===== src/sv/kuf_pkg.sv =====
// Shared widths, codes and control/status bundles for the union-find edge filter.
package kuf_pkg;

  localparam int VERTEX_W         = 8;    // width of an endpoint field
  localparam int COUNT_W          = 9;    // width of the vertex_count register
  localparam int RANK_W           = 4;    // width of a stored rank
  localparam int TREE_W           = 8;    // width of the tree edge count
  localparam int MAX_VERTICES_DEF = 256;  // default store depth

  localparam logic [COUNT_W-1:0] VCOUNT_RESET = 9'd256;

  localparam logic OP_CLEAR = 1'b0;
  localparam logic OP_EDGE  = 1'b1;

  typedef enum logic [2:0] {
    ST_ACCEPTED = 3'd0,
    ST_CYCLE    = 3'd1,
    ST_FULL     = 3'd2,
    ST_RANGE    = 3'd3,
    ST_CLEARED  = 3'd4
  } status_t;

  // controller -> datapath
  typedef struct packed {
    logic    load_item;    // latch the accepted beat
    logic    sweep_start;  // restart the clearing counter
    logic    sweep_wr;     // write one self-pointing entry, advance counter
    logic    clr_count;    // zero the tree edge count
    logic    cur_load;     // cursor <- endpoint chosen by sel_b
    logic    sel_b;        // endpoint / root slot select
    logic    walk_step;    // cursor <- parent read back
    logic    root_save;    // record cursor and its rank as the root
    logic    comp_wr;      // re-point cursor at root, cursor <- old parent
    logic    join_wr;      // hang the lower-rank root under the other
    logic    rank_wr;      // bump the surviving root's rank
    logic    count_inc;    // one more tree edge
    logic    status_load;  // latch status code below
    status_t status;
    logic    out_load;     // load the output registers
  } cmd_t;

  // datapath -> controller
  typedef struct packed {
    logic is_clear;
    logic tree_full;
    logic out_of_range;
    logic at_root;
    logic cur_is_root;
    logic roots_equal;
    logic ranks_equal;
    logic rank_a_max;
    logic sweep_last;
  } stat_t;

endpackage


===== src/sv/kuf_in_if.sv =====
// Input channel: operation and edge endpoints with valid/ready handshake.
interface kuf_in_if;
  logic                          valid;
  logic                          ready;
  logic                          operation;
  logic [kuf_pkg::VERTEX_W-1:0]  vertex_a;
  logic [kuf_pkg::VERTEX_W-1:0]  vertex_b;
  logic                          last_edge;

  modport source (output valid, operation, vertex_a, vertex_b, last_edge, input ready);
  modport sink   (input valid, operation, vertex_a, vertex_b, last_edge, output ready);
endinterface


===== src/sv/kuf_out_if.sv =====
// Result channel: status, tree edge count and finished flag with valid/ready.
interface kuf_out_if;
  logic                        valid;
  logic                        ready;
  logic [2:0]                  status;
  logic [kuf_pkg::TREE_W-1:0]  tree_edges;
  logic                        finished;

  modport source (output valid, status, tree_edges, finished, input ready);
  modport sink   (input valid, status, tree_edges, finished, output ready);
endinterface


===== src/sv/kuf_dp.sv =====
// Datapath: parent/rank memory, find cursor, roots, tree count, output registers.
module kuf_dp #(
  parameter int MAX_VERTICES = kuf_pkg::MAX_VERTICES_DEF
) (
  input  logic                          clk,
  input  logic                          rst_n,
  input  logic                          cfg_we,
  input  logic [kuf_pkg::COUNT_W-1:0]   cfg_wdata,
  input  logic                          in_operation,
  input  logic [kuf_pkg::VERTEX_W-1:0]  in_vertex_a,
  input  logic [kuf_pkg::VERTEX_W-1:0]  in_vertex_b,
  input  logic                          in_last_edge,
  input  kuf_pkg::cmd_t                 cmd,
  output kuf_pkg::stat_t                stat,
  output logic [2:0]                    out_status,
  output logic [kuf_pkg::TREE_W-1:0]    out_tree_edges,
  output logic                          out_finished
);

  localparam int VW    = $clog2(MAX_VERTICES);
  localparam int RW    = kuf_pkg::RANK_W;
  localparam int CW    = kuf_pkg::COUNT_W;
  localparam int MEM_W = VW + RW;
  localparam int CAP   = (MAX_VERTICES > 511) ? 511 : MAX_VERTICES;
  localparam logic [CW-1:0] N_CAP     = CW'(CAP);
  localparam logic [VW-1:0] LAST_ADDR = VW'(MAX_VERTICES - 1);

  logic [MEM_W-1:0] mem [MAX_VERTICES];
  logic [MEM_W-1:0] rdata_r;
  logic             we;
  logic [VW-1:0]    waddr;
  logic [MEM_W-1:0] wdata;

  logic [CW-1:0]                 vcount_r;
  logic [VW-1:0]                 sweep_cnt_r;
  logic [kuf_pkg::TREE_W-1:0]    acc_r;
  logic                          op_r;
  logic                          last_r;
  logic [kuf_pkg::VERTEX_W-1:0]  a_r, b_r;
  logic [VW-1:0]                 cur_r;
  logic [VW-1:0]                 root_a_r, root_b_r;
  logic [RW-1:0]                 rank_a_r, rank_b_r;
  kuf_pkg::status_t              status_r;
  kuf_pkg::status_t              out_status_r;
  logic [kuf_pkg::TREE_W-1:0]    out_tree_r;
  logic                          out_fin_r;

  logic [VW-1:0] rd_parent;
  logic [RW-1:0] rd_rank;
  logic [CW-1:0] n_eff, limit;
  logic [VW-1:0] a_idx, b_idx;
  logic          full_now;

  assign rd_parent = rdata_r[VW-1:0];
  assign rd_rank   = rdata_r[MEM_W-1:VW];
  assign a_idx     = VW'(a_r);
  assign b_idx     = VW'(b_r);

  assign n_eff    = (vcount_r < N_CAP) ? vcount_r : N_CAP;
  assign limit    = (n_eff == '0) ? '0 : n_eff - 1'b1;
  assign full_now = ({1'b0, acc_r} >= limit);

  assign stat.is_clear     = (op_r == kuf_pkg::OP_CLEAR);
  assign stat.tree_full    = full_now;
  assign stat.out_of_range = ({1'b0, a_r} >= n_eff) || ({1'b0, b_r} >= n_eff);
  assign stat.at_root      = (rd_parent == cur_r);
  assign stat.cur_is_root  = (cur_r == (cmd.sel_b ? root_b_r : root_a_r));
  assign stat.roots_equal  = (root_a_r == root_b_r);
  assign stat.ranks_equal  = (rank_a_r == rank_b_r);
  assign stat.rank_a_max   = (rank_a_r == '1);
  assign stat.sweep_last   = (sweep_cnt_r == LAST_ADDR);

  // single write port mux
  always_comb begin
    we    = 1'b0;
    waddr = cur_r;
    wdata = {rd_rank, root_a_r};
    priority if (cmd.sweep_wr) begin
      we    = 1'b1;
      waddr = sweep_cnt_r;
      wdata = {{RW{1'b0}}, sweep_cnt_r};
    end else if (cmd.comp_wr) begin
      we    = 1'b1;
      waddr = cur_r;
      wdata = {rd_rank, cmd.sel_b ? root_b_r : root_a_r};
    end else if (cmd.join_wr) begin
      we = 1'b1;
      if (rank_a_r < rank_b_r) begin
        waddr = root_a_r;
        wdata = {rank_a_r, root_b_r};
      end else begin
        waddr = root_b_r;
        wdata = {rank_b_r, root_a_r};
      end
    end else if (cmd.rank_wr) begin
      we    = 1'b1;
      waddr = root_a_r;
      wdata = {rank_a_r + 1'b1, root_a_r};
    end
  end

  // parent/rank store, read address is always the cursor
  always_ff @(posedge clk) begin
    if (we) begin
      mem[waddr] <= wdata;
    end
    rdata_r <= mem[cur_r];
  end

  // control-side registers
  always_ff @(posedge clk) begin
    if (!rst_n) begin
      vcount_r    <= kuf_pkg::VCOUNT_RESET;
      sweep_cnt_r <= '0;
      acc_r       <= '0;
    end else begin
      if (cfg_we) begin
        vcount_r <= cfg_wdata;
      end
      if (cmd.sweep_start) begin
        sweep_cnt_r <= '0;
      end else if (cmd.sweep_wr) begin
        sweep_cnt_r <= sweep_cnt_r + 1'b1;
      end
      if (cmd.clr_count) begin
        acc_r <= '0;
      end else if (cmd.count_inc) begin
        acc_r <= acc_r + 1'b1;
      end
    end
  end

  // payload registers
  always_ff @(posedge clk) begin
    if (cmd.load_item) begin
      op_r   <= in_operation;
      a_r    <= in_vertex_a;
      b_r    <= in_vertex_b;
      last_r <= in_last_edge;
    end
    if (cmd.cur_load) begin
      cur_r <= cmd.sel_b ? b_idx : a_idx;
    end else if (cmd.walk_step || cmd.comp_wr) begin
      cur_r <= rd_parent;
    end
    if (cmd.root_save) begin
      if (cmd.sel_b) begin
        root_b_r <= cur_r;
        rank_b_r <= rd_rank;
      end else begin
        root_a_r <= cur_r;
        rank_a_r <= rd_rank;
      end
    end
    if (cmd.status_load) begin
      status_r <= cmd.status;
    end
    if (cmd.out_load) begin
      out_status_r <= status_r;
      out_tree_r   <= acc_r;
      out_fin_r    <= (status_r != kuf_pkg::ST_CLEARED) && (full_now || last_r);
    end
  end

  assign out_status     = out_status_r;
  assign out_tree_edges = out_tree_r;
  assign out_finished   = out_fin_r;

endmodule


===== src/sv/kuf_ctrl.sv =====
// Controller: sequences clearing sweep, two root walks with path rewrite, and join.
module kuf_ctrl (
  input  logic           clk,
  input  logic           rst_n,
  input  logic           in_valid,
  output logic           in_ready,
  output logic           out_valid,
  input  logic           out_ready,
  input  kuf_pkg::stat_t stat,
  output kuf_pkg::cmd_t  cmd
);

  typedef enum logic [3:0] {
    S_SWEEP, S_IDLE, S_CHECK, S_WALK_RD, S_WALK_CHK,
    S_COMP, S_COMP_WR, S_LOAD_B, S_JOIN, S_JOIN_RANK, S_FINISH
  } state_t;

  state_t state_r, state_nxt;
  logic   side_b_r, side_b_nxt;
  logic   report_r, report_nxt;
  logic   out_valid_r, out_valid_nxt;
  logic   out_free;

  assign in_ready  = (state_r == S_IDLE);
  assign out_valid = out_valid_r;
  assign out_free  = !out_valid_r || out_ready;

  always_comb begin
    state_nxt     = state_r;
    side_b_nxt    = side_b_r;
    report_nxt    = report_r;
    out_valid_nxt = out_valid_r && !out_ready;
    cmd           = '0;
    cmd.sel_b     = side_b_r;
    cmd.status    = kuf_pkg::ST_ACCEPTED;
    unique case (state_r)
      S_SWEEP: begin
        cmd.sweep_wr = 1'b1;
        if (stat.sweep_last) begin
          cmd.clr_count = 1'b1;
          report_nxt    = 1'b0;
          if (report_r) begin
            cmd.status_load = 1'b1;
            cmd.status      = kuf_pkg::ST_CLEARED;
            state_nxt       = S_FINISH;
          end else begin
            state_nxt = S_IDLE;
          end
        end
      end
      S_IDLE: begin
        if (in_valid) begin
          cmd.load_item = 1'b1;
          state_nxt     = S_CHECK;
        end
      end
      S_CHECK: begin
        priority if (stat.is_clear) begin
          cmd.sweep_start = 1'b1;
          report_nxt      = 1'b1;
          state_nxt       = S_SWEEP;
        end else if (stat.tree_full) begin
          cmd.status_load = 1'b1;
          cmd.status      = kuf_pkg::ST_FULL;
          state_nxt       = S_FINISH;
        end else if (stat.out_of_range) begin
          cmd.status_load = 1'b1;
          cmd.status      = kuf_pkg::ST_RANGE;
          state_nxt       = S_FINISH;
        end else begin
          cmd.cur_load = 1'b1;
          cmd.sel_b    = 1'b0;
          side_b_nxt   = 1'b0;
          state_nxt    = S_WALK_RD;
        end
      end
      S_WALK_RD: begin
        state_nxt = S_WALK_CHK;  // read of cursor in flight
      end
      S_WALK_CHK: begin
        if (stat.at_root) begin
          cmd.root_save = 1'b1;
          cmd.cur_load  = 1'b1;  // restart from the endpoint for the rewrite
          state_nxt     = S_COMP;
        end else begin
          cmd.walk_step = 1'b1;
          state_nxt     = S_WALK_RD;
        end
      end
      S_COMP: begin
        if (stat.cur_is_root) begin
          if (!side_b_r) begin
            side_b_nxt = 1'b1;
            state_nxt  = S_LOAD_B;
          end else if (stat.roots_equal) begin
            cmd.status_load = 1'b1;
            cmd.status      = kuf_pkg::ST_CYCLE;
            state_nxt       = S_FINISH;
          end else begin
            state_nxt = S_JOIN;
          end
        end else begin
          state_nxt = S_COMP_WR;
        end
      end
      S_COMP_WR: begin
        cmd.comp_wr = 1'b1;
        state_nxt   = S_COMP;
      end
      S_LOAD_B: begin
        cmd.cur_load = 1'b1;  // sel_b already follows side b
        state_nxt    = S_WALK_RD;
      end
      S_JOIN: begin
        cmd.join_wr     = 1'b1;
        cmd.count_inc   = 1'b1;
        cmd.status_load = 1'b1;
        cmd.status      = kuf_pkg::ST_ACCEPTED;
        if (stat.ranks_equal && !stat.rank_a_max) begin
          state_nxt = S_JOIN_RANK;
        end else begin
          state_nxt = S_FINISH;
        end
      end
      S_JOIN_RANK: begin
        cmd.rank_wr = 1'b1;
        state_nxt   = S_FINISH;
      end
      S_FINISH: begin
        if (out_free) begin
          cmd.out_load  = 1'b1;
          out_valid_nxt = 1'b1;
          state_nxt     = S_IDLE;
        end
      end
      default: begin
        state_nxt = S_IDLE;
      end
    endcase
  end

  always_ff @(posedge clk) begin
    if (!rst_n) begin
      state_r     <= S_SWEEP;
      side_b_r    <= 1'b0;
      report_r    <= 1'b0;
      out_valid_r <= 1'b0;
    end else begin
      state_r     <= state_nxt;
      side_b_r    <= side_b_nxt;
      report_r    <= report_nxt;
      out_valid_r <= out_valid_nxt;
    end
  end

endmodule


===== src/sv/kruskal_union_find_edge_filter.sv =====
// Kruskal edge filter: union-find by rank with path compression, top level.
//
// Usage: the sink channel in_ch takes one beat per operation. operation 0
// clears every set and the tree count; operation 1 offers an edge
// (vertex_a, vertex_b), edges in ascending weight order, last_edge on the
// final one. Every input beat yields exactly one beat on out_ch: status
// (accepted, cycle, tree full, out of range, cleared), tree_edges and
// finished. cfg_we/cfg_wdata write vertex_count (reset 256) while idle.
//
// Sequencing: one item at a time. An edge walks from each endpoint to its root
// and then re-points every link on that path at the root; each link is one
// memory read to find the root and one read plus one write to re-point it,
// over the store's single write port. An accepted edge whose two root ranks
// tie, below the maximum, also bumps the surviving root's rank. A full or
// out-of-range edge is rejected before any walk. A clear sweeps the store one
// entry per cycle.
//
// Reset: the same sweep runs with in_ch.ready low; it produces no result
// beat. The result sits in an output register, so a stalled receiver holds
// only the next finished result; the block keeps taking the following item
// and finishes it before waiting.
module kruskal_union_find_edge_filter #(
  parameter int MAX_VERTICES = kuf_pkg::MAX_VERTICES_DEF
) (
  input  logic                         clk,
  input  logic                         rst_n,
  kuf_in_if.sink                       in_ch,
  kuf_out_if.source                    out_ch,
  input  logic                         cfg_we,
  input  logic [kuf_pkg::COUNT_W-1:0]  cfg_wdata
);

  kuf_pkg::cmd_t  cmd;
  kuf_pkg::stat_t stat;

  // sequencer: handshakes, sweep, walk/rewrite/join order
  kuf_ctrl u_ctrl (
    .clk       (clk),
    .rst_n     (rst_n),
    .in_valid  (in_ch.valid),
    .in_ready  (in_ch.ready),
    .out_valid (out_ch.valid),
    .out_ready (out_ch.ready),
    .stat      (stat),
    .cmd       (cmd)
  );

  // store, cursor, roots, tree count and the result register
  kuf_dp #(
    .MAX_VERTICES (MAX_VERTICES)
  ) u_dp (
    .clk            (clk),
    .rst_n          (rst_n),
    .cfg_we         (cfg_we),
    .cfg_wdata      (cfg_wdata),
    .in_operation   (in_ch.operation),
    .in_vertex_a    (in_ch.vertex_a),
    .in_vertex_b    (in_ch.vertex_b),
    .in_last_edge   (in_ch.last_edge),
    .cmd            (cmd),
    .stat           (stat),
    .out_status     (out_ch.status),
    .out_tree_edges (out_ch.tree_edges),
    .out_finished   (out_ch.finished)
  );

endmodule

===== src/flat_wrapper.sv =====
// flat-port wrapper written by rule: the top's interface ports become plain ports
module kruskal_union_find_edge_filter_flat 
#(
  parameter int MAX_VERTICES = kuf_pkg::MAX_VERTICES_DEF
)
  (clk, rst_n, cfg_we, cfg_wdata, in_ch_valid, in_ch_operation, in_ch_vertex_a, in_ch_vertex_b, in_ch_last_edge, in_ch_ready, out_ch_valid, out_ch_status, out_ch_tree_edges, out_ch_finished, out_ch_ready);
  kuf_in_if in_ch_i ();
  kuf_out_if out_ch_i ();
  input  logic clk;
  input  logic rst_n;
  input  logic cfg_we;
  input  logic [kuf_pkg::COUNT_W-1:0] cfg_wdata;
  input wire logic [$bits(in_ch_i.valid)-1:0] in_ch_valid;
  input wire logic [$bits(in_ch_i.operation)-1:0] in_ch_operation;
  input wire logic [$bits(in_ch_i.vertex_a)-1:0] in_ch_vertex_a;
  input wire logic [$bits(in_ch_i.vertex_b)-1:0] in_ch_vertex_b;
  input wire logic [$bits(in_ch_i.last_edge)-1:0] in_ch_last_edge;
  output wire logic [$bits(in_ch_i.ready)-1:0] in_ch_ready;
  output wire logic [$bits(out_ch_i.valid)-1:0] out_ch_valid;
  output wire logic [$bits(out_ch_i.status)-1:0] out_ch_status;
  output wire logic [$bits(out_ch_i.tree_edges)-1:0] out_ch_tree_edges;
  output wire logic [$bits(out_ch_i.finished)-1:0] out_ch_finished;
  input wire logic [$bits(out_ch_i.ready)-1:0] out_ch_ready;
  assign in_ch_i.valid = in_ch_valid;
  assign in_ch_i.operation = in_ch_operation;
  assign in_ch_i.vertex_a = in_ch_vertex_a;
  assign in_ch_i.vertex_b = in_ch_vertex_b;
  assign in_ch_i.last_edge = in_ch_last_edge;
  assign in_ch_ready = in_ch_i.ready;
  assign out_ch_valid = out_ch_i.valid;
  assign out_ch_status = out_ch_i.status;
  assign out_ch_tree_edges = out_ch_i.tree_edges;
  assign out_ch_finished = out_ch_i.finished;
  assign out_ch_i.ready = out_ch_ready;
  kruskal_union_find_edge_filter #(.MAX_VERTICES(MAX_VERTICES)) u_core (.clk(clk), .rst_n(rst_n), .in_ch(in_ch_i), .out_ch(out_ch_i), .cfg_we(cfg_we), .cfg_wdata(cfg_wdata));
endmodule

===== config.mk =====
export PLATFORM = sky130hd
export DESIGN_NAME = kruskal_union_find_edge_filter_flat
export DESIGN_NICKNAME = d
export VERILOG_FILES = /design/src/sv/kuf_pkg.sv /design/src/sv/kuf_in_if.sv /design/src/sv/kuf_out_if.sv /design/src/sv/kuf_dp.sv /design/src/sv/kuf_ctrl.sv /design/src/sv/kruskal_union_find_edge_filter.sv /design/src/flat_wrapper.sv
export SDC_FILE = /design/constraint.sdc
export NUM_CORES = 2
export LEC_CHECK = 0
export ABC_AREA = 0
export BUFFER_PORTS_ARGS = -buffer_cell sky130_fd_sc_hd__buf_2
export CORE_UTILIZATION = 45
export CTS_CLUSTER_DIAMETER = 30
export DETAILED_ROUTE_END_ITERATION = 10
export GPL_ROUTABILITY_DRIVEN = 0
export PLACE_DENSITY = 0.66
export SYNTH_ARGS = -nofsm -noshare
export SYNTH_HDL_FRONTEND = slang
export SYNTH_HIERARCHICAL = 1
export SYNTH_SLANG_ARGS = --single-unit

===== constraint.sdc =====
create_clock -name clk -period 21.7 [get_ports clk]
set_clock_uncertainty 0.05 [all_clocks]
set_input_delay 1.085 -clock clk [delete_from_list [all_inputs] [get_ports clk]]
set_output_delay 1.085 -clock clk [all_outputs]
set_load 0.01 [all_outputs]

# == Word level (Yosys, flattened, before mapping) ==
# Memory sizes are Yosys's and may differ from the RTL's. A register that Yosys moved wholly into a read port is not among the register bits.
# Index checks and enable logic that the tools add are counted.
# classes
bitwise,2
eq_ne,25
n_reduce_logical,22
muxes,73
magnitude_cmp,5
addsub,4
# op_table
op,count
$mux W8,9
$mux W4,17
$mux W12,5
$pmux W4 S11,1
$ge A8 B9 Y1,3
$mux W1,27
$eq A8 B8 Y1,3
$mux W9,2
$add A8 B1 Y8 const B,2
$eq A4 B3 Y1 const B,4
$eq A4 B4 Y1 const B,4
$pmux W4 S4,1
$mux W2,7
$ne A2 B2 Y1 const B,6
$logic_not A9 Y1,1
$lt A9 B9 Y1 const B,1
$sub A9 B1 Y9 const B,1
$eq A4 B2 Y1 const B,2
$eq A8 B8 Y1 const B,1
$reduce_and A3 Y1,2
$reduce_bool A2 Y1,3
$reduce_and A5 Y1,1
$add A4 B1 Y4 const B,1
$eq A4 B1 Y1 const B,1
other kinds (14),26
# totals
mem_count,1
out_inout_bits,14
regBits,97
wordCells,152
ram_bits,3072
in_bits,32
# memory_table
name,depth,word_bits,rd,rd_ports_with_merged_regs,write_ports,line_no,text
u_core.u_dp.mem,256,12,1,1,1,kuf_dp.sv:28,logic [MEM_W-1:0] mem [MAX_VERTICES];

# == Longest topological paths before layout ==
# logic_depth
ltp_word,12
depth_mapped,28
mapped_depth_nobuf,25

# == Cells and area by module ==
# Netlist, hierarchy kept.
# modules_own_cells
mod,cells_per_inst,instances,area_each_um2,seq_area_each_um2
kuf_dp,5708,1,122766.5,94941.1
kuf_ctrl,87,1,681.9,140.1

# == Worst setup path before layout ==
# OpenSTA, ideal clock, no wires.
# synth_timing
path_type,register to register
start,reg u_core.u_dp.vcount_r[8]
end,"mem u_core/u_dp/mem[0][1] (netlist name), data pin"
path_stages_with_launch,26
path_slack_ns,5.419
required_time_ns,19.463
setup_time_ns,2.187
arrival_time_ns,14.044
n_path_buf,4
synth_period_minus_slack_ns,16.281
path_cell_list,dfxtp_1 > inv_1 > clkbuf_1 > nand2_1 > ha_1 > o21ai_0 > nand2b_1 > and2_1 > ha_1 > nand2b_1 > a21oi_1 > nor2b_1 > o21ai_0 > a21oi_1 > o21ai_0 > a2bb2oi_1 > buf_4 > nor2_1 > nand3b_1 > and2_1 > clkbuf_1 > nand2_1 > o21a_1 > clkbuf_1 > mux2i_1 > o21ai_0
# synth_lines
item,line_no,text
from (decl),kuf_dp.sv:34,logic [CW-1:0] vcount_r;
from (signal assigned),kuf_dp.sv:113,vcount_r <= kuf_pkg::VCOUNT_RESET;
from (signal assigned),kuf_dp.sv:118,vcount_r <= cfg_wdata;
to (decl),kuf_dp.sv:28,

==> reports/qor.txt <==
status - complete, but fails checks
failing checks - max-capacitance violations
clk slew on worst S/H paths - 0.05 ns
Num CTS Buffers - 539
FMAX - 138 MHz
Hold/Removal Path Class - input port to flop
ANT nets after route - 0
syn nets - 5857
Post-synth EDFFs - 3137
yosys warns - 6
CP Max Fanout - 83
final critical path time including I/O delays and setup - 7.26 ns
Top FF cell, synth - edfxtp_1
root buffer cell - clkbuf_16
R2R Path Start - u_core/u_dp/cur_r[0]$_DFFE_PP_
GR Overflow Total - 0
area grow syn2layout - 19.5%
vias per inst - 6.17
Worst setup SP type - flop
Min-Delay Endpoint - u_core/u_dp/a_idx[4]$_DFFE_PP_
clock insertion delay at the later pin of the skew report - 0.92 ns
filler instances - 20000
first-pass GRT wire length - 461 mm
r2r endpoint - u_core/u_dp/rdata_r[11]$_DFF_P_
max-cap viol count - 1
initial antenna violation count - 10
P_leak - 46.0 nW
Data required, critical path - 22.38 ns
DR pass1 iterations - 6
register area share after synthesis - 0.770
Cells after Synth - 5795
die area - 276000 um2
commonest non-fill, non-tap cell in the layout - edfxtp_1
ys async rst share - 0
DR iter-0 viols - 7691
power per cell area - 103 nW/um2
drt wl/cell - 31.0 um
unrepaired setup endpoints after global routing - false
Synth Register Bits - 3181
Die Y - 526 um
Die X - 526 um
H-Tree Level Count - 6
Hold Path Stages - 1
multi-input combinational cell area - 27000 um2
WL final - 321 mm
crit path kind - flop to flop
Slew Viols, Final - 0
vias in the first global route - 64200
R2R cell count - 10
Tot GR Track Use - 0.231
VDD IR max - 0.0000917 V
critical path arrival - 7.95 ns
row cnt - 191
final critical-path share of the clock period - 0.335
FF+latch area - 95100 um2
critical path endpoint category - flop
largest net degree at the start of global routing - 229
Final Net Count - 6403
CTS sink cnt - 3181
syn_area_per_cell - 21.3 um2
Distinct cells, synth - 77
# resized after CTS - 0
vias - 63800
HPWL Detailed - 183 mm
final setup violation count - 0
core region area - 272000 um2
Slew headroom - 0.0197
drc violations - 0
hold_buf cts - 0
starting density of the core - 0.454
cell area after synthesis - 123000 um2
layout cell share with drive strength beyond 1 - 0.309
Port Buffer Count - 45
most frequent cells in the layout - 3137 x edfxtp_1, 741 x mux4_2, 548 x clkbuf_16
CTS tree - built
slack of the worst reg-to-reg path - 14.44 ns
I/O Pins - 46
Final Hold Vio Count - 0
Slew @ Worst Pin - 1.46 ns
setup TNS - 0 ns
HP Start - in_ch_vertex_a[4]
Max Root-Sink Buffers - 4
# Post-CTS Setup Buffers - 0
post-layout util - 0.543
final cells by class:
cell class              instances  share of cell area
repair buffers                357              0.0188
multi-input cells            2243               0.183
flip-flops and latches       3181               0.645
diodes                          3           0.0000509
clock inverters               368              0.0278
clock buffers                 608              0.0948
well taps                    3570              0.0303
inverters                      19            0.000484
flip-flops by register name, indices dropped and copies added (netlist names), 3 cells and up:
register	flops
u_core/u_dp/out_status	3
u_core/u_dp/rank_a_r	4
u_core/u_dp/cur_r	8
u_core/u_dp/rdata_r	12
u_core/u_dp/rank_b_r	4
u_core/u_dp/b_idx	8
u_core/u_dp/root_a_r	8
u_core/u_dp/mem	3072
u_core/u_dp/vcount_r	9
u_core/u_dp/acc_r	8
u_core/u_dp/a_idx	8
u_core/u_dp/sweep_cnt_r	8
u_core/u_dp/root_b_r	8
u_core/u_dp/status_r	3
u_core/u_dp/out_tree_edges	8
u_core/u_ctrl/state_r	4
stage by stage:
step	instances	hold WS, ns	cell area (um2)	total power, mW	setup slack, ns
floorplan	5795	0.368	123000	6.90	5.42
global placement	9367	0.413	129000	6.92	14.25
detailed placement	9368	0.384	129000	6.92	14.19
CTS	10300	0.307	147000	15.3	14.17
global route	10300	0.333	147000	15.5	14.05
finish	10300	0.364	147000	15.2	14.44
cells in the mapped netlist, drive strengths merged (9+ instances only):
cell / number / area share
nand4: 24 / 0.0012
o21ai: 47 / 0.0019
o221ai: 12 / 0.00085
mux2: 12 / 0.0011
dfxtp: 44 / 0.0071
a22o: 78 / 0.0055
a21oi: 103 / 0.0042
a22oi: 158 / 0.0096
a31oi: 17 / 0.00086
clkbuf: 157 / 0.0048
nor4: 22 / 0.0011
nand3: 74 / 0.0030
a211oi: 9 / 0.00069
nor3: 87 / 0.0036
buf: 195 / 0.0099
and2: 13 / 0.00066
ha: 30 / 0.0030
nand2b: 19 / 0.00098
o211ai: 40 / 0.0024
nor2: 266 / 0.0081
nor2b: 28 / 0.0014
xor2: 16 / 0.0011
mux2i: 114 / 0.0092
a221oi: 72 / 0.0051
inv: 19 / 0.00058
o22ai: 39 / 0.0020
xnor2: 26 / 0.0018
nand2: 99 / 0.0030
edfxtp: 3137 / 0.76
mux4: 741 / 0.14
o2111ai: 13 / 0.00092
logic make-up after synthesis:
kind of cell,share of synthesized area
mux,0.146
buf+inv,0.0153
xor+xnor,0.00298
fa+ha+maj,0.00304
flops,0.770
compound gates,0.0373
simple gates,0.0256
worst max-delay path by stage:
| stage | from | end | slack [ns] | cells past startpoint |
|---|---|---|---|---|
| after global routing | u_core/u_dp/cur_r[0]$_DFFE_PP_ | u_core/u_dp/rdata_r[11]$_DFF_P_ | 14.05 | 10 |
| after global placement | u_core/u_dp/cur_r[0]$_DFFE_PP_ | u_core/u_dp/rdata_r[3]$_DFF_P_ | 14.25 | 10 |
| final | u_core/u_dp/cur_r[0]$_DFFE_PP_ | u_core/u_dp/rdata_r[11]$_DFF_P_ | 14.44 | 10 |
| after floorplan | u_core/u_dp/vcount_r[8]$_SDFFE_PN1P_ | u_core/u_dp/mem[0][1]$_DFFE_PP_ | 5.42 | 25 |
| after CTS | u_core/u_dp/vcount_r[8]$_SDFFE_PN1P_ | u_core/u_dp/mem[42][7]$_DFFE_PP_ | 14.17 | 24 |
| after detailed placement | u_core/u_dp/vcount_r[8]$_SDFFE_PN1P_ | u_core/u_dp/mem[34][7]$_DFFE_PP_ | 14.19 | 24 |
layer usage:
| metal | track usage | routed length (um) | vias up |
|---|---|---|---|
| met3 | 0.0612 | 34000 | 683 |
| met1 | 0.311 | 123000 | 33800 |
| li1 | - | - | 25800 |
| met5 | 0 | 51 | - |
| met2 | 0.357 | 151000 | 3496 |
| met4 | 0.0936 | 13300 | 8 |
power breakdown:
part / leakage (nW) / total (mW) / switching [mW] / internal [mW]
registers: 27.8 / 6.71 / 0.00335 / 6.71
logic: 9.55 / 0.0993 / 0.0807 / 0.0185
clock network: 8.68 / 8.36 / 3.01 / 5.35
worst max-delay path: stages, from the launching register on:
cell	delay (ns)
edfxtp_1	1.02
buf_4	0.79
buf_12	0.46
buf_12	0.63
buf_4	0.74
buf_4	0.63
mux4_2	0.57
mux2i_1	0.30
o21ai_0	0.19
nor4_1	1.18
nor4_1	0.16
Power figures use the tool's default switching activity.
